**src/rtl/core/rrtt_pkg.sv**
```systemverilog
`timescale 1ns / 1ps
// ----------------------------------------------------------------------------
// rrtt_pkg
// Shared types and constants of the round-robin task table.
// ----------------------------------------------------------------------------
package rrtt_pkg;

  localparam int MaxTasks = 8;
  localparam int SlotW    = $clog2(MaxTasks);
  localparam int CountW   = $clog2(MaxTasks + 1);
  localparam int TagW     = 32;

  typedef enum logic [1:0] {
    SLOT_EMPTY   = 2'd0,
    SLOT_READY   = 2'd1,
    SLOT_RUNNING = 2'd2
  } slot_e;

  typedef enum logic [2:0] {
    CMD_ADD    = 3'd0,
    CMD_START  = 3'd1,
    CMD_EXIT   = 3'd2,
    CMD_SELECT = 3'd3,
    CMD_SWITCH = 3'd4
  } cmd_e;

  typedef enum logic [1:0] {
    STAT_OK      = 2'd0,
    STAT_FULL    = 2'd1,
    STAT_NO_TASK = 2'd2
  } status_e;

  typedef struct packed {
    logic [2:0]      command;
    logic [TagW-1:0] task_tag;
  } req_t;

  typedef struct packed {
    logic [1:0]      status;
    logic [2:0]      current_slot;
    logic            current_valid;
    logic [2:0]      next_slot;
    logic [3:0]      task_count;
    logic [TagW-1:0] current_tag;
  } rsp_t;

  // Per-cell command from the sequencer
  typedef struct packed {
    logic            shift;
    logic            wr_state;
    slot_e           state;
    logic            wr_tag;
    logic [TagW-1:0] tag;
  } cell_ctl_t;

  // Contents of one slot as seen by its neighbor and the sequencer
  typedef struct packed {
    slot_e           state;
    logic [TagW-1:0] tag;
  } cell_view_t;

endpackage

```
**src/rtl/core/rrtt_cell.sv**
```systemverilog
`timescale 1ns / 1ps
// ----------------------------------------------------------------------------
// rrtt_cell
// One task slot: state and tag, loaded from the upper neighbor on a shift or
// written directly by the sequencer.
// ----------------------------------------------------------------------------
module rrtt_cell (
  input  logic                   clk_i,
  input  logic                   rst_ni,
  input  rrtt_pkg::cell_ctl_t    ctl_i,
  input  rrtt_pkg::cell_view_t   nbr_i,
  output rrtt_pkg::cell_view_t   view_o
);

  rrtt_pkg::slot_e                 state_q;
  logic [rrtt_pkg::TagW-1:0]       tag_q;

  always_ff @(posedge clk_i or negedge rst_ni) begin
    if (!rst_ni) begin
      state_q <= rrtt_pkg::SLOT_EMPTY;
    end else if (ctl_i.shift) begin
      state_q <= nbr_i.state;
    end else if (ctl_i.wr_state) begin
      state_q <= ctl_i.state;
    end
  end

  always_ff @(posedge clk_i) begin
    if (ctl_i.shift) begin
      tag_q <= nbr_i.tag;
    end else if (ctl_i.wr_tag) begin
      tag_q <= ctl_i.tag;
    end
  end

  assign view_o.state = state_q;
  assign view_o.tag   = tag_q;

endmodule

```
**src/rtl/core/round_robin_task_table.sv**
```systemverilog
`timescale 1ns / 1ps
// ----------------------------------------------------------------------------
// round_robin_task_table
// Task slot table with round-robin selection, built as a row of slot cells.
// ----------------------------------------------------------------------------
// Usage:
//   A request (command, task_tag) enters on in_valid_i/in_ready_o; one
//   response per request leaves on out_valid_o/out_ready_i carrying status
//   and the scheduler view after the command.
//   Add, start, switch, spare codes, rejected commands and an exit that
//   empties the table go from the execute state straight to the response
//   state, which raises out_valid_o. Exit compacts the table by shifting
//   every cell above the current slot down to its neighbor, then runs a
//   selection. Select walks the cursor one slot per cycle until it finds a
//   live slot or has made a full lap. Flow: one request at a time; the
//   next request is taken as soon as the sequencer is back in idle, even
//   while the previous response still waits in the output register.
//   Reset empties all slots and clears count, cursor and current task.
//   A stalled receiver holds the response; the next finished response waits
//   in the sequencer until the output register frees up.
// ----------------------------------------------------------------------------
module round_robin_task_table (
  input  logic              clk_i,
  input  logic              rst_ni,
  input  logic              in_valid_i,
  output logic              in_ready_o,
  input  rrtt_pkg::req_t    in_req_i,
  output logic              out_valid_o,
  input  logic              out_ready_i,
  output rrtt_pkg::rsp_t    out_rsp_o
);

  localparam int N  = rrtt_pkg::MaxTasks;
  localparam int SW = rrtt_pkg::SlotW;
  localparam int CW = rrtt_pkg::CountW;

  typedef enum logic [4:0] {
    ST_IDLE   = 5'b00001,
    ST_EXEC   = 5'b00010,
    ST_SINIT  = 5'b00100,
    ST_SEARCH = 5'b01000,
    ST_RESP   = 5'b10000
  } fsm_e;

  fsm_e                  state_q, state_d;
  rrtt_pkg::req_t        req_q;
  logic [CW-1:0]         count_q, count_d;
  logic [SW-1:0]         cursor_q, cursor_d;
  logic [SW-1:0]         first_q, first_d;
  logic [SW-1:0]         running_q, running_d;
  logic                  run_valid_q, run_valid_d;
  logic [SW-1:0]         chosen_q, chosen_d;
  rrtt_pkg::status_e     status_q, status_d;
  logic                  out_valid_q;
  rrtt_pkg::rsp_t        out_q;

  rrtt_pkg::cell_ctl_t   ctl  [N];
  rrtt_pkg::cell_view_t  view [N];
  logic [N-1:0]          occupied;

  logic                  exit_ok;
  logic                  run_in_range;
  logic                  out_load;
  logic [SW-1:0]         cursor_norm;
  logic [SW-1:0]         cursor_nxt;
  logic [CW-1:0]         count_dec;

  // Row of slot cells; the top cell shifts in an empty slot
  for (genvar g = 0; g < N; g++) begin : g_cell
    rrtt_pkg::cell_view_t nbr;
    if (g == N - 1) begin : g_top
      assign nbr.state = rrtt_pkg::SLOT_EMPTY;
      assign nbr.tag   = '0;
    end else begin : g_mid
      assign nbr = view[g+1];
    end
    rrtt_cell u_cell (
      .clk_i  (clk_i),
      .rst_ni (rst_ni),
      .ctl_i  (ctl[g]),
      .nbr_i  (nbr),
      .view_o (view[g])
    );
    assign occupied[g] = (view[g].state == rrtt_pkg::SLOT_READY) ||
                         (view[g].state == rrtt_pkg::SLOT_RUNNING);
  end

  assign run_in_range = CW'(running_q) < count_q;
  assign exit_ok      = (count_q != '0) && run_valid_q && run_in_range;
  assign count_dec    = count_q - CW'(1);
  assign cursor_norm  = (CW'(cursor_q) >= count_q) ? '0 : cursor_q;
  assign cursor_nxt   = ((CW'(cursor_q) + CW'(1)) == count_q) ? '0 : cursor_q + SW'(1);

  // Per-cell commands for the execute cycle
  always_comb begin
    for (int i = 0; i < N; i++) begin
      ctl[i].shift    = 1'b0;
      ctl[i].wr_state = 1'b0;
      ctl[i].state    = rrtt_pkg::SLOT_READY;
      ctl[i].wr_tag   = 1'b0;
      ctl[i].tag      = req_q.task_tag;
      if (state_q == ST_EXEC) begin
        case (rrtt_pkg::cmd_e'(req_q.command))
          rrtt_pkg::CMD_ADD: begin
            if (count_q < CW'(N) && CW'(i) == count_q) begin
              ctl[i].wr_state = 1'b1;
              ctl[i].wr_tag   = 1'b1;
            end
          end
          rrtt_pkg::CMD_START: begin
            if (count_q != '0 && i == 0) begin
              ctl[i].wr_state = 1'b1;
              ctl[i].state    = rrtt_pkg::SLOT_RUNNING;
            end
          end
          rrtt_pkg::CMD_EXIT: begin
            ctl[i].shift = exit_ok && (SW'(i) >= running_q);
          end
          rrtt_pkg::CMD_SWITCH: begin
            if (count_q != '0 && CW'(chosen_q) < count_q) begin
              if (SW'(i) == chosen_q) begin
                ctl[i].wr_state = 1'b1;
                ctl[i].state    = rrtt_pkg::SLOT_RUNNING;
              end else if (run_valid_q && run_in_range && SW'(i) == running_q) begin
                ctl[i].wr_state = 1'b1;
              end
            end
          end
          default: begin
          end
        endcase
      end
    end
  end

  // Sequencer
  always_comb begin
    state_d     = state_q;
    count_d     = count_q;
    cursor_d    = cursor_q;
    first_d     = first_q;
    running_d   = running_q;
    run_valid_d = run_valid_q;
    chosen_d    = chosen_q;
    status_d    = status_q;
    out_load    = 1'b0;
    case (state_q)
      ST_IDLE: begin
        if (in_valid_i) begin
          state_d = ST_EXEC;
        end
      end
      ST_EXEC: begin
        status_d = rrtt_pkg::STAT_OK;
        state_d  = ST_RESP;
        case (rrtt_pkg::cmd_e'(req_q.command))
          rrtt_pkg::CMD_ADD: begin
            if (count_q >= CW'(N)) begin
              status_d = rrtt_pkg::STAT_FULL;
            end else begin
              count_d = count_q + CW'(1);
            end
          end
          rrtt_pkg::CMD_START: begin
            if (count_q == '0) begin
              status_d = rrtt_pkg::STAT_NO_TASK;
            end else begin
              running_d   = '0;
              run_valid_d = 1'b1;
              cursor_d    = '0;
            end
          end
          rrtt_pkg::CMD_EXIT: begin
            if (!exit_ok) begin
              status_d = rrtt_pkg::STAT_NO_TASK;
            end else begin
              count_d     = count_dec;
              run_valid_d = 1'b0;
              if (cursor_q != '0) begin
                cursor_d = cursor_q - SW'(1);
              end
              if (count_dec == '0) begin
                chosen_d = '0;
                status_d = rrtt_pkg::STAT_NO_TASK;
              end else begin
                state_d = ST_SINIT;
              end
            end
          end
          rrtt_pkg::CMD_SELECT: begin
            if (count_q == '0) begin
              status_d = rrtt_pkg::STAT_NO_TASK;
            end else begin
              state_d = ST_SINIT;
            end
          end
          rrtt_pkg::CMD_SWITCH: begin
            if (count_q == '0 || CW'(chosen_q) >= count_q) begin
              status_d = rrtt_pkg::STAT_NO_TASK;
            end else begin
              running_d   = chosen_q;
              run_valid_d = 1'b1;
            end
          end
          default: begin
          end
        endcase
      end
      ST_SINIT: begin
        cursor_d = cursor_norm;
        first_d  = cursor_norm;
        state_d  = ST_SEARCH;
      end
      ST_SEARCH: begin
        // Examine one slot per cycle; stop on a live slot or a full lap
        chosen_d = cursor_q;
        cursor_d = cursor_nxt;
        if (cursor_nxt == first_q || occupied[cursor_q]) begin
          state_d = ST_RESP;
        end
      end
      ST_RESP: begin
        if (!out_valid_q || out_ready_i) begin
          out_load = 1'b1;
          state_d  = ST_IDLE;
        end
      end
      default: begin
        state_d = ST_IDLE;
      end
    endcase
  end

  always_ff @(posedge clk_i or negedge rst_ni) begin
    if (!rst_ni) begin
      state_q     <= ST_IDLE;
      count_q     <= '0;
      cursor_q    <= '0;
      first_q     <= '0;
      running_q   <= '0;
      run_valid_q <= 1'b0;
      chosen_q    <= '0;
      status_q    <= rrtt_pkg::STAT_OK;
      out_valid_q <= 1'b0;
    end else begin
      state_q     <= state_d;
      count_q     <= count_d;
      cursor_q    <= cursor_d;
      first_q     <= first_d;
      running_q   <= running_d;
      run_valid_q <= run_valid_d;
      chosen_q    <= chosen_d;
      status_q    <= status_d;
      if (out_load) begin
        out_valid_q <= 1'b1;
      end else if (out_ready_i) begin
        out_valid_q <= 1'b0;
      end
    end
  end

  always_ff @(posedge clk_i) begin
    if (state_q == ST_IDLE && in_valid_i) begin
      req_q <= in_req_i;
    end
    if (out_load) begin
      out_q.status        <= status_q;
      out_q.current_slot  <= 3'(running_q);
      out_q.current_valid <= run_valid_q;
      out_q.next_slot     <= 3'(chosen_q);
      out_q.task_count    <= 4'(count_q);
      out_q.current_tag   <= (run_valid_q && run_in_range) ? view[running_q].tag : '0;
    end
  end

  assign in_ready_o  = (state_q == ST_IDLE);
  assign out_valid_o = out_valid_q;
  assign out_rsp_o   = out_q;

endmodule
```
**config.mk**
```make
export PLATFORM = sky130hd
export DESIGN_NAME = round_robin_task_table
export DESIGN_NICKNAME = d
export VERILOG_FILES = /design/src/rtl/core/rrtt_pkg.sv /design/src/rtl/core/rrtt_cell.sv /design/src/rtl/core/round_robin_task_table.sv
export SDC_FILE = /design/constraint.sdc
export NUM_CORES = 1
export LEC_CHECK = 0
export ABC_AREA = 1
export BUFFER_PORTS_ARGS = -buffer_cell sky130_fd_sc_hd__buf_2
export CAP_MARGIN = 20
export CORE_UTILIZATION = 30
export CTS_BUF_LIST = sky130_fd_sc_hd__clkbuf_8 sky130_fd_sc_hd__clkbuf_16
export CTS_CLUSTER_DIAMETER = 30
export CTS_CLUSTER_SIZE = 12
export DETAILED_ROUTE_END_ITERATION = 16
export SETUP_SLACK_MARGIN = 0.2
export SLEW_MARGIN = 20
export SYNTH_ARGS = -nofsm -noshare
export SYNTH_HDL_FRONTEND = slang
export SYNTH_SLANG_ARGS = --single-unit
```
**constraint.sdc**
```tcl
create_clock -name clk_i -period 5.8 [get_ports clk_i]
set_input_delay 0.29 -clock clk_i [delete_from_list [all_inputs] [get_ports clk_i]]
set_output_delay 0.29 -clock clk_i [all_outputs]
set_load 0.05 [all_outputs]
```
==> out/metrics.csv, run 1 <==
stage;metric;value;unit
yosys;post_synth_edffs;304;
sta;rsz_0062_raised_after_global_routing;no;
clock_network;cts_buffer_depth;3;
clock_network;count_of_buffers_added_by_post_cts_timing_repair_for_setup;0;
setup_path;setup.worst_path.end_class;flip-flop;
sta;min_period;3.86;ns
layout;antenna-diode-count;0;
die;core_area;58200;sq um
sta;clock-skew-final;0.0259;ns
yosys;synth_flop_cell;sky130_fd_sc_hd__edfxtp_1;
yosys;synthesized_net_count;1876;
drt;route.detailed.drc;0;
sta;final-setup-viol-count;0;
setup_path;path_max_fanout;32;
drt;route.detailed.vias_per_inst;5.07;
yosys;synthArstFlopShare;10.9;%
sta;postLayoutSetupSlackWorst;1.94;ns
drt;postRouteAntennaNets;0;
power;finalPower;10600;uW
yosys;yosys_register_bits;377;
die;floorplan.initialDensity;30.6;%
layout;final_cell_mix;421 x sky130_fd_sc_hd__nand2_1, 304 x sky130_fd_sc_hd__edfxtp_1, 162 x sky130_fd_sc_hd__nor2_1, 158 x sky130_fd_sc_hd__a21oi_1, 143 x sky130_fd_sc_hd__inv_1;
setup_path;worstPathRequired;6.03;ns
drt;total_via_count_in_the_routed_design;14300;
setup_path;arrival;4.09;ns
sta;max_transition_margin;26.9;%
die;ioPinCount;86;
placed_design;io_buffer_count;85;
yosys;ys.warnings.count;0;
clock_network;cts.reportedPaths.clkPinSlew;0.04;ns
sta;highest_clock_rate;0.259;GHz
die;die-area;60400;sq um
placed_design;dpl.hpwl;30700;um
layout;drive_gt1_share;15.4;%
drt;avgRoutedWirePerCell;18.9;um
placed_design;dp_slack;1.84;ns
yosys;post_synth.cell_area_avg;9.79;sq um
sta;fin_tns_setup;0;ns
drt;detail_route.wirelength;53100;um
grt;first_pass_grt_wire_length;81800;um
grt;grt_start_max_net_pins;71;
die;dieHeight;246;um
drt;drt_iter0_markers;1385;
yosys;synthDistinctLibCells;51;
setup_path;start_kind;flip-flop;
sta;fin_crit_sh;66.5;%
worst_hold_path;hold_class;primary input to asynchronous set/reset pin;
clock_network;cts_buffers;94;
die;std_cell_rows;88;
job;timing.max_cap.violations;0;
yosys;synth.yosys.seq_area_share;60.6;%
clock_network;tritoncts;built;
layout;register_area;10800;sq um
sta;worstMarginPinSlew;1.09;ns
power;power.ir.vdd_worst;0.273;mV
status;status;finished, final reports clean;
power;power.static_leakage;0.00892;uW
yosys;syn_area;17800;sq um
grt;global_route.usage.total;17.6;%
die;chipWidth;246;um
layout;area_of_the_multi_input_gates;6060;sq um
clock_network;cts_sinks;377;
power;power_density;470;nW/um^2
setup_path;critPathKind;flip-flop to flip-flop;
clock_network;ctsRootBufferMaster;sky130_fd_sc_hd__clkbuf_16;
sta;final-hold-violation-count;0;
yosys;post_syn_instances;1821;
placed_design;rd_place_congestion;0.860;
layout;num-nets-final;2018;
layout;mostFrequentLayoutCell;sky130_fd_sc_hd__nand2_1;
grt;grt_remaining_overflow;0;
sta;final_max_slew_viol_count;0;
clock_network;clk-insertion-delay-late;0.63;ns
setup_path;worst-r2r-cell-count;13;
layout;fillerInstances;5615;
drt;number_of_detailed_route_iterations_in_the_first_pass;6;
layout;flow.area_growth_from_synthesis;27.0;%
grt;first_global_vias;14100;
sta;whs;0.142;ns
clock_network;cts-htree-levels;3;
grt;antenna_found_initial;0;
-- repair_timing --
action / 4_1_cts / 5_1_grt
hold endpoints to repair: 78 / 0
gates resized for setup: 0 / 0
hold buffers: 38 / 0
-- stage by stage --
| step | std cells | utilization, % | area [sq um] |
|---|---|---|---|
| after floorplan | 1821 | - | 17800 |
| after global placement | 2593 | 32.6 | 19000 |
| after detailed placement | 2593 | 32.6 | 19000 |
| after CTS | 2808 | 38.8 | 22600 |
| after global routing | 2809 | 38.8 | 22600 |
| final | 2809 | 38.8 | 22600 |
-- cell usage after synthesis (2+ instances only) --
cell type / count / area, sq um
sky130_fd_sc_hd__inv_2: 6 / 22.5
sky130_fd_sc_hd__a221oi_1: 14 / 123
sky130_fd_sc_hd__o21ai_1: 9 / 45.0
sky130_fd_sc_hd__nor4_1: 3 / 18.8
sky130_fd_sc_hd__nor2_4: 3 / 33.8
sky130_fd_sc_hd__clkinv_1: 3 / 11.3
sky130_fd_sc_hd__nand4_1: 17 / 106
sky130_fd_sc_hd__nand3_2: 2 / 20.0
sky130_fd_sc_hd__a22oi_1: 54 / 405
sky130_fd_sc_hd__o31ai_1: 6 / 45.0
sky130_fd_sc_hd__o211ai_1: 8 / 60.1
sky130_fd_sc_hd__xor2_1: 8 / 70.1
sky130_fd_sc_hd__a211oi_1: 29 / 218
sky130_fd_sc_hd__buf_1: 12 / 45.0
sky130_fd_sc_hd__nand2_1: 421 / 1580
sky130_fd_sc_hd__dfrtp_1: 40 / 1000
sky130_fd_sc_hd__buf_6: 11 / 124
sky130_fd_sc_hd__nor2_1: 166 / 623
sky130_fd_sc_hd__inv_1: 132 / 495
sky130_fd_sc_hd__a41oi_1: 14 / 123
sky130_fd_sc_hd__nor2_2: 4 / 25.0
sky130_fd_sc_hd__nand3_1: 80 / 400
sky130_fd_sc_hd__or2_2: 2 / 12.5
sky130_fd_sc_hd__o21a_1: 3 / 22.5
sky130_fd_sc_hd__edfxtp_1: 304 / 9130
sky130_fd_sc_hd__clkbuf_1: 44 / 165
sky130_fd_sc_hd__buf_4: 8 / 60.1
sky130_fd_sc_hd__o221ai_1: 4 / 35.0
sky130_fd_sc_hd__dfxtp_1: 32 / 641
sky130_fd_sc_hd__a31oi_1: 5 / 31.3
sky130_fd_sc_hd__nand4_2: 3 / 37.5
sky130_fd_sc_hd__a21oi_1: 158 / 791
sky130_fd_sc_hd__o21ai_0: 141 / 706
sky130_fd_sc_hd__o22ai_1: 3 / 18.8
sky130_fd_sc_hd__ha_1: 16 / 200
sky130_fd_sc_hd__buf_2: 28 / 140
sky130_fd_sc_hd__nand2_2: 6 / 37.5
sky130_fd_sc_hd__o21ai_2: 2 / 17.5
sky130_fd_sc_hd__nor3_1: 8 / 40.0
-- layout make-up --
type | instances | area share, %
clock buffer | 108 | 11.3
tap | 765 | 4.23
sequential | 377 | 47.7
inverter | 142 | 2.38
multi-input combinational | 1198 | 26.8
timing repair buffer | 150 | 4.51
clock inverter | 69 | 3.07
-- power by group --
group / total [uW] / switching, uW / internal, uW
logic: 1940 / 1400 / 539
registers: 3470 / 193 / 3280
clock network: 5220 / 1640 / 3580
-- metal layers --
layer / global-route usage (%) / routed length, um
met1: 23.3 / 23200
met5: 0 / 0
met3: 3.61 / 3910
met4: 7.31 / 1350
met2: 28.0 / 24700
-- worst max-delay path, stage by stage (launching register included) --
cell                       delay [ns]
sky130_fd_sc_hd__dfrtp_1         0.48
sky130_fd_sc_hd__inv_1           0.20
sky130_fd_sc_hd__ha_1            0.33
sky130_fd_sc_hd__o21ai_1         0.08
sky130_fd_sc_hd__nand2_1         0.07
sky130_fd_sc_hd__nand2_1         0.10
sky130_fd_sc_hd__nand2_4         0.07
sky130_fd_sc_hd__clkinv_4        0.21
sky130_fd_sc_hd__nand2_8         0.11
sky130_fd_sc_hd__nor2_4          0.60
sky130_fd_sc_hd__buf_4           0.43
sky130_fd_sc_hd__nand2_1         0.14
sky130_fd_sc_hd__o21ai_4         0.07
sky130_fd_sc_hd__buf_4           0.57
-- kinds of logic (layout without fill, tap and decap cells) --
logic type	after synthesis	count (layout)	synth area share [%]
AND/OR/NAND/NOR	719	719	16.8
AO/OA/AOI/OAI	454	454	15.0
flip-flops	377	377	60.6
buffers and inverters	246	469	6.04
adder cells (fa/ha/maj)	16	16	1.12
XOR/XNOR	9	9	0.442
-- sequential cells by signal, indices dropped and copies added, names as in the netlist, 4 cells and up --
| signal | count |
|---|---|
| count_q | 4 |
| ctl | 32 |
| out_rsp_o | 45 |
| g_cell.u_cell.state_q | 16 |
| g_cell.u_cell.tag_q | 256 |
| state_q | 5 |
-- worst paths after layout --
kind | start | endpoint | slack [ns]
setup / recovery | count_q[1]$_DFFE_PN0P_ | g_cell[6].u_cell.tag_q[5]$_DFFE_PP_ | 1.94
hold / removal | rst_ni | status_q[1]$_DFFE_PN0P_ | 0.14
setup reg to reg | count_q[1]$_DFFE_PN0P_ | g_cell[6].u_cell.tag_q[5]$_DFFE_PP_ | 1.94
hold reg to reg | run_valid_q$_DFFE_PN0P_ | out_rsp_o[39]$_DFFE_PP_ | 0.45
max in group asynchronous | rst_ni | g_cell[4].u_cell.state_q[1]$_DFFE_PN0P_ | 5.15
min in group clk_i | in_req_i[25] | ctl[25]$_DFFE_PP_ | 0.37
Power figures use the tool's default switching activity.
==> run 2: changes to the inputs <==
==> constraint.sdc (replaced) <==
create_clock -name clk_i -period 3.55 [get_ports clk_i]
set_input_delay 0.1775 -clock clk_i [delete_from_list [all_inputs] [get_ports clk_i]]
set_output_delay 0.1775 -clock clk_i [all_outputs]
set_load 0.05 [all_outputs]
==> out/metrics.csv, run 2 (same netlist as run 1, synthesis figures left out) <==
stage;metric;value;unit;change
setup_path;timing.critical_path.cells;inv_1, ha_1, o21ai_1, nand2_1, nand2_1, nand2_4, clkinv_4, nand2_8, nor2_4, nand3_2, clkinv_2, buf_4, o21ai_0;;was inv_1, ha_1, o21ai_1, nand2_1, nand2_1, nand2_4, clkinv_4, nand2_8, nor2_4, buf_4, nand2_1, o21ai_4, buf_4
sta;worstMarginPinSlew;1.04;ns;was 1.09 ns
die;core_area;58200;sq um;unchanged
layout;fillerInstances;5559;;was 5615
drt;postRouteAntennaNets;0;;unchanged
clock_network;cts_buffers;92;;was 94
layout;antenna-diode-count;0;;unchanged
layout;flow.area_growth_from_synthesis;30.1;%;was 27.0%
sta;final_max_slew_viol_count;0;;unchanged
drt;total_via_count_in_the_routed_design;14500;;was 14300
drt;route.detailed.drc;0;;unchanged
power;power_density;780;nW/um^2;was 470 nW/um^2
power;swShare;30.0;%;was 30.4%
layout;top_register_by_number_of_flip_flops;g_cell.u_cell.tag_q;;unchanged
grt;first_pass_grt_wire_length;83400;um;was 81800 um
grt;first_global_vias;14100;;about the same
layout;mostFrequentLayoutCell;sky130_fd_sc_hd__nand2_1;;unchanged
clock_network;tritoncts;built;;unchanged
grt;antenna_found_initial;0;;unchanged
setup_path;path_max_fanout;21;;was 32
power;power.static_leakage;0.00922;uW;was 0.00892 uW
sta;highest_clock_rate;0.325;GHz;was 0.259 GHz
setup_path;crit_slowest_cell;sky130_fd_sc_hd__dfrtp_1;;was sky130_fd_sc_hd__nor2_4
die;floorplan.initialDensity;30.6;%;unchanged
setup_path;critPathTopFamily;buffers and inverters;;unchanged
clock_network;ctsRootBufferMaster;sky130_fd_sc_hd__clkbuf_16;;unchanged
drt;route.detailed.vias_per_inst;5.12;;was 5.07
power;power.sequential.fraction;31.2;%;was 32.6%
setup_path;setup.worst_path.end_class;flip-flop;;unchanged
power;power.switching;5420;uW;was 3230 uW
die;dieHeight;246;um;unchanged
drt;number_of_detailed_route_iterations_in_the_first_pass;5;;was 6
sta;final-hold-violation-count;0;;unchanged
sta;max_transition_margin;30.1;%;was 26.9%
power;share_comb_of_total_power;17.8;%;was 18.2%
placed_design;rd_place_congestion;0.883;;was 0.860
layout;area_of_the_multi_input_gates;6080;sq um;was 6060 sq um
layout;final_cell_mix;420 x sky130_fd_sc_hd__nand2_1, 304 x sky130_fd_sc_hd__edfxtp_1, 162 x sky130_fd_sc_hd__nor2_1, 158 x sky130_fd_sc_hd__a21oi_1, 142 x sky130_fd_sc_hd__inv_1;;was 421 x sky130_fd_sc_hd__nand2_1, 304 x sky130_fd_sc_hd__edfxtp_1, 162 x sky130_fd_sc_hd__nor2_1, 158 x sky130_fd_sc_hd__a21oi_1, 143 x sky130_fd_sc_hd__inv_1
setup_path;start_kind;flip-flop;;unchanged
sta;clock-skew-final;0.0465;ns;was 0.0259 ns
clock_network;cts-htree-levels;3;;unchanged
placed_design;io_buffer_count;85;;unchanged
power;clkPwrFrac;51.0;%;was 49.1%
power;power.ir.vdd_worst;0.363;mV;was 0.273 mV
setup_path;worstPathRequired;3.92;ns;was 6.03 ns
setup_path;r2r_setup_slack;0.47;ns;was 1.94 ns
clock_network;clk-insertion-delay-late;0.65;ns;was 0.63 ns
grt;global_route.usage.total;18.1;%;was 17.6%
layout;drive_gt1_share;16.7;%;was 15.4%
layout;register_area;10800;sq um;unchanged
layout;largest_reg_flops;256;;unchanged
setup_path;timing.critical_path.mode_cell;sky130_fd_sc_hd__nand2_1;;unchanged
die;die-area;60400;sq um;unchanged
placed_design;dpl.hpwl;33900;um;was 30700 um
power;cell_internal_pwr;12700;uW;was 7400 uW
setup_path;worst-r2r-cell-count;13;;unchanged
setup_path;worst-path-buf-inv;4;;unchanged
setup_path;worst_r2r_endpoint;g_cell[2].u_cell.tag_q[8]$_DFFE_PP_;;was g_cell[6].u_cell.tag_q[5]$_DFFE_PP_
sta;rsz_0062_raised_after_global_routing;no;;unchanged
drt;avgRoutedWirePerCell;19.2;um;was 18.9 um
drt;drt_iter0_markers;1338;;was 1385
die;ioPinCount;86;;unchanged
layout;fin_cells;2834;;was 2809
setup_path;critPathKind;flip-flop to flip-flop;;unchanged
setup_path;worstSetupPathDepth;13;;unchanged
drt;detail_route.wirelength;54500;um;was 53100 um
sta;final-setup-viol-count;0;;unchanged
worst_hold_path;hold_class;primary input to asynchronous set/reset pin;;unchanged
sta;min_period;3.08;ns;was 3.86 ns
job;timing.max_cap.violations;0;;unchanged
setup_path;worst_path_largest_cell_delay;0.46;ns;was 0.60 ns
sta;fin_crit_sh;86.8;%;was 66.5%
clock_network;cts.reportedPaths.clkPinSlew;0.04;ns;about the same
clock_network;cts_buffer_depth;3;;unchanged
layout;num-nets-final;2044;;was 2018
placed_design;dpl.cell_count;2617;;was 2593
setup_path;timing.rr.start;count_q[1]$_DFFE_PN0P_;;unchanged
die;std_cell_rows;88;;unchanged
die;chipWidth;246;um;unchanged
setup_path;arrival;3.45;ns;was 4.09 ns
status;status;finished, final reports clean;;unchanged
grt;grt_remaining_overflow;0;;unchanged
grt;grt_start_max_net_pins;66;;was 71
clock_network;cts_sinks;377;;unchanged
power;finalPower;18100;uW;was 10600 uW
setup_path;crit_path_end;g_cell[2].u_cell.tag_q[8]$_DFFE_PP_;;was g_cell[6].u_cell.tag_q[5]$_DFFE_PP_
setup_path;critical_path.startpoint;count_q[1]$_DFFE_PN0P_;;unchanged
## run 2: changes by cell type in the layout (fill, tap and decap cells not counted), sizes merged
| cell | change |
|---|---|
| clkinv | +8 |
| inv | -5 |
| clkinvlp | -5 |
| buf | +28 |
| bufinv | +11 |
| clkbuf | -12 |
## run 2: how the worst min path moves through the flow
stage | start | to | slack [ns] | cells after the start
3_5_place_dp | in_req_i[11] | ctl[11]$_DFFE_PP_ | 0.36 | 1
5_1_grt | rst_ni | count_q[2]$_DFFE_PN0P_ | 0.19 | 2
2_1_floorplan | rst_ni | chosen_q[0]$_DFFE_PN0P_ | -0.12 | 0
3_3_place_gp | in_req_i[29] | ctl[29]$_DFFE_PP_ | 0.36 | 1
4_1_cts | in_req_i[10] | ctl[10]$_DFFE_PP_ | 0.22 | 2
6_report | rst_ni | state_q[1]$_DFFE_PN0P_ | 0.13 | 2
## run 2: routing by layer
| metal | vias up | routed length [um] | track usage, % |
|---|---|---|---|
| li1 | 6743 | - | - |
| met1 | 7029 | 23500 | 23.6 |
| met2 | 632 | 25700 | 29.6 |
| met3 | 99 | 4030 | 3.34 |
| met4 | 0 | 1290 | 6.59 |
| met5 | - | 0 | 0 |
## run 2: per-stage QoR
stage	area, sq um	hold WS [ns]	worst slack, ns	TNS, ns	util (%)
floorplan	17800	-0.118	-0.131	-16.56	-
global placement	19300	0.357	0.487	0	33.1
detailed placement	19300	0.356	0.400	0	33.1
CTS	23100	0.216	0.391	0	39.7
global route	23200	0.189	0.208	0	39.8
finish	23200	0.131	0.469	0	39.8
## run 2: final cells by class
class                      instances  area share, %
clock buffer                      96           10.2
clock inverter                    78           4.71
inverter                         142           2.33
multi-input combinational       1198           26.2
sequential                       377           46.6
tap                              765           4.13
timing repair buffer             178           5.88
## run 2: worst reg2reg max path: stages (launching register included)
cell	delay (ns)
sky130_fd_sc_hd__dfrtp_1	0.46
sky130_fd_sc_hd__inv_1	0.19
sky130_fd_sc_hd__ha_1	0.32
sky130_fd_sc_hd__o21ai_1	0.08
sky130_fd_sc_hd__nand2_1	0.07
sky130_fd_sc_hd__nand2_1	0.10
sky130_fd_sc_hd__nand2_4	0.08
sky130_fd_sc_hd__clkinv_4	0.21
sky130_fd_sc_hd__nand2_8	0.11
sky130_fd_sc_hd__nor2_4	0.30
sky130_fd_sc_hd__nand3_2	0.21
sky130_fd_sc_hd__clkinv_2	0.27
sky130_fd_sc_hd__buf_4	0.31
sky130_fd_sc_hd__o21ai_0	0.12
## run 2: timing repair
item | 4_1_cts | 5_1_grt
setup buffers | 0 | 5
setup endpoints to repair | 0 | 37
hold buffers | 38 | 0
resized for setup | 0 | 3
endpoints found under the hold margin | 79 | 0
## run 2: power by group through the flow
stage	registers [uW]	clock network, uW	logic, uW
floorplan	5750	0	2020
global placement	5710	0	3110
detailed placement	5720	0	3160
CTS	5640	9330	3220
global route	5680	9550	3560
finish	5640	9220	3220
==> run 3: changes to the inputs <==
--- a/config.mk
+++ b/config.mk
@@ -17,4 +17,5 @@
 export SLEW_MARGIN = 20
 export SYNTH_ARGS = -nofsm -noshare
 export SYNTH_HDL_FRONTEND = slang
+export SYNTH_HIERARCHICAL = 1
 export SYNTH_SLANG_ARGS = --single-unit
==> out/metrics.csv, run 3 <==
stage;metric;value;unit;change
status;status;finished, final reports clean;;unchanged
drt;number_of_detailed_route_iterations_in_the_first_pass;6;;was 5
power;clkPwrFrac;52.0;%;was 51.0%
setup_path;timing.critical_path.mode_cell;sky130_fd_sc_hd__nand2_1;;unchanged
yosys;post_syn_instances;1914;;was 1821
sta;min_period;3.08;ns;about the same
clock_network;cts_buffers;92;;unchanged
die;std_cell_rows;90;;was 88
layout;fillerInstances;5891;;was 5559
grt;antenna_found_initial;0;;unchanged
sta;final-setup-viol-count;0;;unchanged
die;floorplan.initialDensity;30.6;%;about the same
yosys;syn_area;18600;sq um;was 17800 sq um
setup_path;start_kind;flip-flop;;unchanged
sta;highest_clock_rate;0.325;GHz;about the same
yosys;synth.yosys.seq_area_share;59.8;%;was 60.6%
sta;worstMarginPinSlew;1.05;ns;was 1.04 ns
layout;top_register_by_number_of_flip_flops;g_cell.u_cell/tag_q;;was g_cell.u_cell.tag_q
layout;antenna-diode-count;0;;unchanged
yosys;ys.warnings.count;6;;was 0
yosys;synthArstFlopShare;10.9;%;unchanged
yosys;synthTopCellsByArea;sky130_fd_sc_hd__edfxtp_1 54%, sky130_fd_sc_hd__nand2_1 17%, sky130_fd_sc_hd__dfrtp_1 5.4%;;was sky130_fd_sc_hd__edfxtp_1 51%, sky130_fd_sc_hd__nand2_1 8.9%, sky130_fd_sc_hd__dfrtp_1 5.6%
grt;grt_remaining_overflow;0;;unchanged
clock_network;cts_sinks;377;;unchanged
clock_network;cts-htree-levels;3;;unchanged
die;dieHeight;251;um;was 246 um
grt;first_pass_grt_wire_length;89100;um;was 83400 um
sta;whs;0.0149;ns;was 0.131 ns
power;power.switching;4770;uW;was 5420 uW
power;power.sequential.fraction;33.6;%;was 31.2%
setup_path;worstPathRequired;3.93;ns;was 3.92 ns
sta;max_transition_margin;30.1;%;about the same
die;ioPinCount;86;;unchanged
setup_path;crit_slowest_cell;sky130_fd_sc_hd__dfrtp_1;;unchanged
setup_path;timing.critical_path.cells;inv_1, ha_1, o21ai_1, nand2_1, nand3_1, nand3_1, inv_1, nand3_2, nor4_2, buf_6, inv_8, nand2_1, nand2_1;;was inv_1, ha_1, o21ai_1, nand2_1, nand2_1, nand2_4, clkinv_4, nand2_8, nor2_4, nand3_2, clkinv_2, buf_4, o21ai_0
die;core_area;60800;sq um;was 58200 sq um
die;die-area;63000;sq um;was 60400 sq um
setup_path;critPathKind;flip-flop to flip-flop;;unchanged
sta;clock-skew-final;0.0401;ns;was 0.0465 ns
die;chipWidth;251;um;was 246 um
yosys;netlist_top_cells_count;829 x sky130_fd_sc_hd__nand2_1, 336 x sky130_fd_sc_hd__edfxtp_1, 103 x sky130_fd_sc_hd__nor2_1, 83 x sky130_fd_sc_hd__nand2_2, 60 x sky130_fd_sc_hd__nand3_1;;was 421 x sky130_fd_sc_hd__nand2_1, 304 x sky130_fd_sc_hd__edfxtp_1, 166 x sky130_fd_sc_hd__nor2_1, 158 x sky130_fd_sc_hd__a21oi_1, 141 x sky130_fd_sc_hd__o21ai_0
sta;final_max_slew_viol_count;0;;unchanged
yosys;synth_flop_cell;sky130_fd_sc_hd__edfxtp_1;;unchanged
sta;fin_tns_setup;0;ns;unchanged
drt;postRouteAntennaNets;0;;unchanged
layout;flow.area_growth_from_synthesis;27.4;%;was 30.1%
drt;avgRoutedWirePerCell;19.5;um;was 19.2 um
drt;drt_iter0_markers;1521;;was 1338
power;power_density;724;nW/um^2;was 780 nW/um^2
setup_path;worst_path_largest_cell_delay;0.44;ns;was 0.46 ns
setup_path;setup.worst_path.end_class;flip-flop;;unchanged
yosys;post-synth-top-count-cell;sky130_fd_sc_hd__nand2_1;;unchanged
layout;num-nets-final;2174;;was 2044
worst_hold_path;hold_class;primary input to asynchronous set/reset pin;;unchanged
clock_network;clk-insertion-delay-late;0.64;ns;was 0.65 ns
yosys;synth-adder-area-share;1.08;%;was 1.12%
yosys;main_combinational_cell_family_by_area_after_synthesis;simple AND/OR/NAND/NOR gates;;unchanged
grt;first_global_vias;15200;;was 14100
power;cell_internal_pwr;12400;uW;was 12700 uW
power;power.static_leakage;0.00982;uW;was 0.00922 uW
placed_design;dpl.hpwl;35200;um;was 33900 um
grt;global_route.usage.total;18.6;%;was 18.1%
yosys;synth-xor-area-share;0.518;%;was 0.442%
yosys;post_synth.cell_area_avg;9.72;sq um;was 9.79 sq um
drt;route.detailed.drc;0;;unchanged
placed_design;rd_place_congestion;0.879;;was 0.883
yosys;synthDistinctLibCells;53;;was 51
sta;final-hold-violation-count;0;;unchanged
job;timing.max_cap.violations;0;;unchanged
yosys;synthDominantAreaCellType;sky130_fd_sc_hd__edfxtp_1;;unchanged
clock_network;ctsRootBufferMaster;sky130_fd_sc_hd__clkbuf_16;;unchanged
power;swShare;27.8;%;was 30.0%
power;share_comb_of_total_power;14.4;%;was 17.8%
placed_design;io_buffer_count;85;;unchanged
power;power.ir.vdd_worst;0.418;mV;was 0.363 mV
drt;detail_route.wirelength;58100;um;was 54500 um
yosys;multiplexer_share_of_the_synthesized_area;0;%;unchanged
layout;largest_reg_flops;256;;unchanged
layout;drive_gt1_share;19.5;%;was 16.7%
drt;total_via_count_in_the_routed_design;14800;;was 14500
layout;final_cell_mix;829 x sky130_fd_sc_hd__nand2_1, 336 x sky130_fd_sc_hd__edfxtp_1, 95 x sky130_fd_sc_hd__nor2_1, 95 x sky130_fd_sc_hd__clkbuf_16, 85 x sky130_fd_sc_hd__buf_2;;was 420 x sky130_fd_sc_hd__nand2_1, 304 x sky130_fd_sc_hd__edfxtp_1, 162 x sky130_fd_sc_hd__nor2_1, 158 x sky130_fd_sc_hd__a21oi_1, 142 x sky130_fd_sc_hd__inv_1
yosys;synth_simple_gate_area_share;25.2;%;was 16.8%
yosys;post_synth_edffs;336;;was 304
clock_network;cts.reportedPaths.clkPinSlew;0.05;ns;was 0.04 ns
setup_path;path_max_fanout;34;;was 21
yosys;synth_compound_area_share;7.65;%;was 15.0%
grt;grt_start_max_net_pins;42;;was 66
sta;fin_crit_sh;86.8;%;about the same
clock_network;tritoncts;built;;unchanged
drt;route.detailed.vias_per_inst;4.98;;was 5.12
clock_network;cts_buffer_depth;3;;unchanged
layout;mostFrequentLayoutCell;sky130_fd_sc_hd__nand2_1;;unchanged
yosys;post-synth-top-area-fraction;54.2;%;was 51.2%
yosys;yosys_register_bits;377;;unchanged
sta;rsz_0062_raised_after_global_routing;no;;unchanged
setup_path;arrival;3.46;ns;was 3.45 ns
[run 3: changes by cell type after synthesis, sizes merged, moves of 29 or more]
| cell | delta |
|---|---|
| a211oi | -29 |
| nor2 | -62 |
| a21oi | -125 |
| edfxtp | +32 |
| nand2 | +483 |
| dfxtp | -32 |
| inv | -64 |
| o21ai | -96 |
[run 3: layer usage]
| layer | vias to the layer above | wire [um] | GRT usage (%) |
|---|---|---|---|
| met4 | 0 | 1690 | 7.47 |
| li1 | 6901 | - | - |
| met2 | 731 | 28100 | 31.3 |
| met1 | 7096 | 22900 | 22.9 |
| met5 | - | 0 | 0 |
| met3 | 121 | 5340 | 4.20 |
[run 3: path summary, 6_finish.rpt]
path / startpoint / endpoint / slack, ns / cells past startpoint
max: count_q[1]$_DFFE_PN0P_ / g_cell[0].u_cell/tag_q[27]$_DFFE_PP_ / 0.47 / 13
min: rst_ni / status_q[0]$_DFFE_PN0P_ / 0.01 / 2
max reg2reg: count_q[1]$_DFFE_PN0P_ / g_cell[0].u_cell/tag_q[27]$_DFFE_PP_ / 0.47 / 13
min reg2reg: status_q[0]$_DFFE_PN0P_ / out_rsp_o[43]$_DFFE_PP_ / 0.46 / 0
max in group asynchronous: rst_ni / running_q[2]$_DFFE_PN0P_ / 3.05 / 3
min in group clk_i: in_req_i[31] / ctl[31]$_DFFE_PP_ / 0.27 / 2
[run 3: worst max-delay path, delay by kind of cell (launching register included)]
| family | cells | cell delay (ns) |
|---|---|---|
| buf+inv | 4 | 0.86 |
| simple gates | 7 | 1.17 |
| compound gates | 1 | 0.07 |
| flops | 1 | 0.44 |
| fa+ha+maj | 1 | 0.28 |
[run 3: area by class of cell]
type                       instances  area [sq um]  area share, %
sequential                       377         11100           46.9
tap                              782           978           4.13
clock inverter                    77           946           3.99
clock buffer                      95          2380           10.0
timing repair buffer             171          1290           5.44
multi-input combinational       1402          6640           28.0
inverter                          75           344           1.45
[run 3: kinds of logic (layout without fill, tap and decap cells)]
group,count (synthesis),in the layout
xor gates and xnor gates,11,11
DFF,377,377
adders and majority gates,16,16
other,1,34
AOI/OAI and AO/OA,214,214
buffers and inverters,168,418
and+or+nand+nor,1127,1127
[run 3: stage by stage]
stage,instance area [sq um],util (%),setup WS [ns],std cells,total power [uW]
3_3_place_gp,20000,32.8,0.488,2768,8210
5_1_grt,23700,39.0,0.210,2979,17800
4_1_cts,23700,38.9,0.418,2978,17300
2_1_floorplan,18700,-,0.502,1947,7430
6_report,23700,39.0,0.469,2979,17100
3_5_place_dp,20000,32.8,0.411,2768,8280
[run 3: what timing repair did]
action / in CTS / in global routing
hold endpoints to repair: 79 / 0
resized for setup: 0 / 3
buffers inserted: 0 / 0
hold buffers: 38 / 0
setup endpoints to repair: 0 / 70
[run 3: power groups by stage]
stage               Sequential [uW]  Combinational, uW  Clock, uW
floorplan                      5840               1590          0
global placement               5830               2380          0
detailed placement             5830               2440          0
CTS                            5760               2500       9010
global route                   5800               2770       9270
finish                         5760               2470       8910
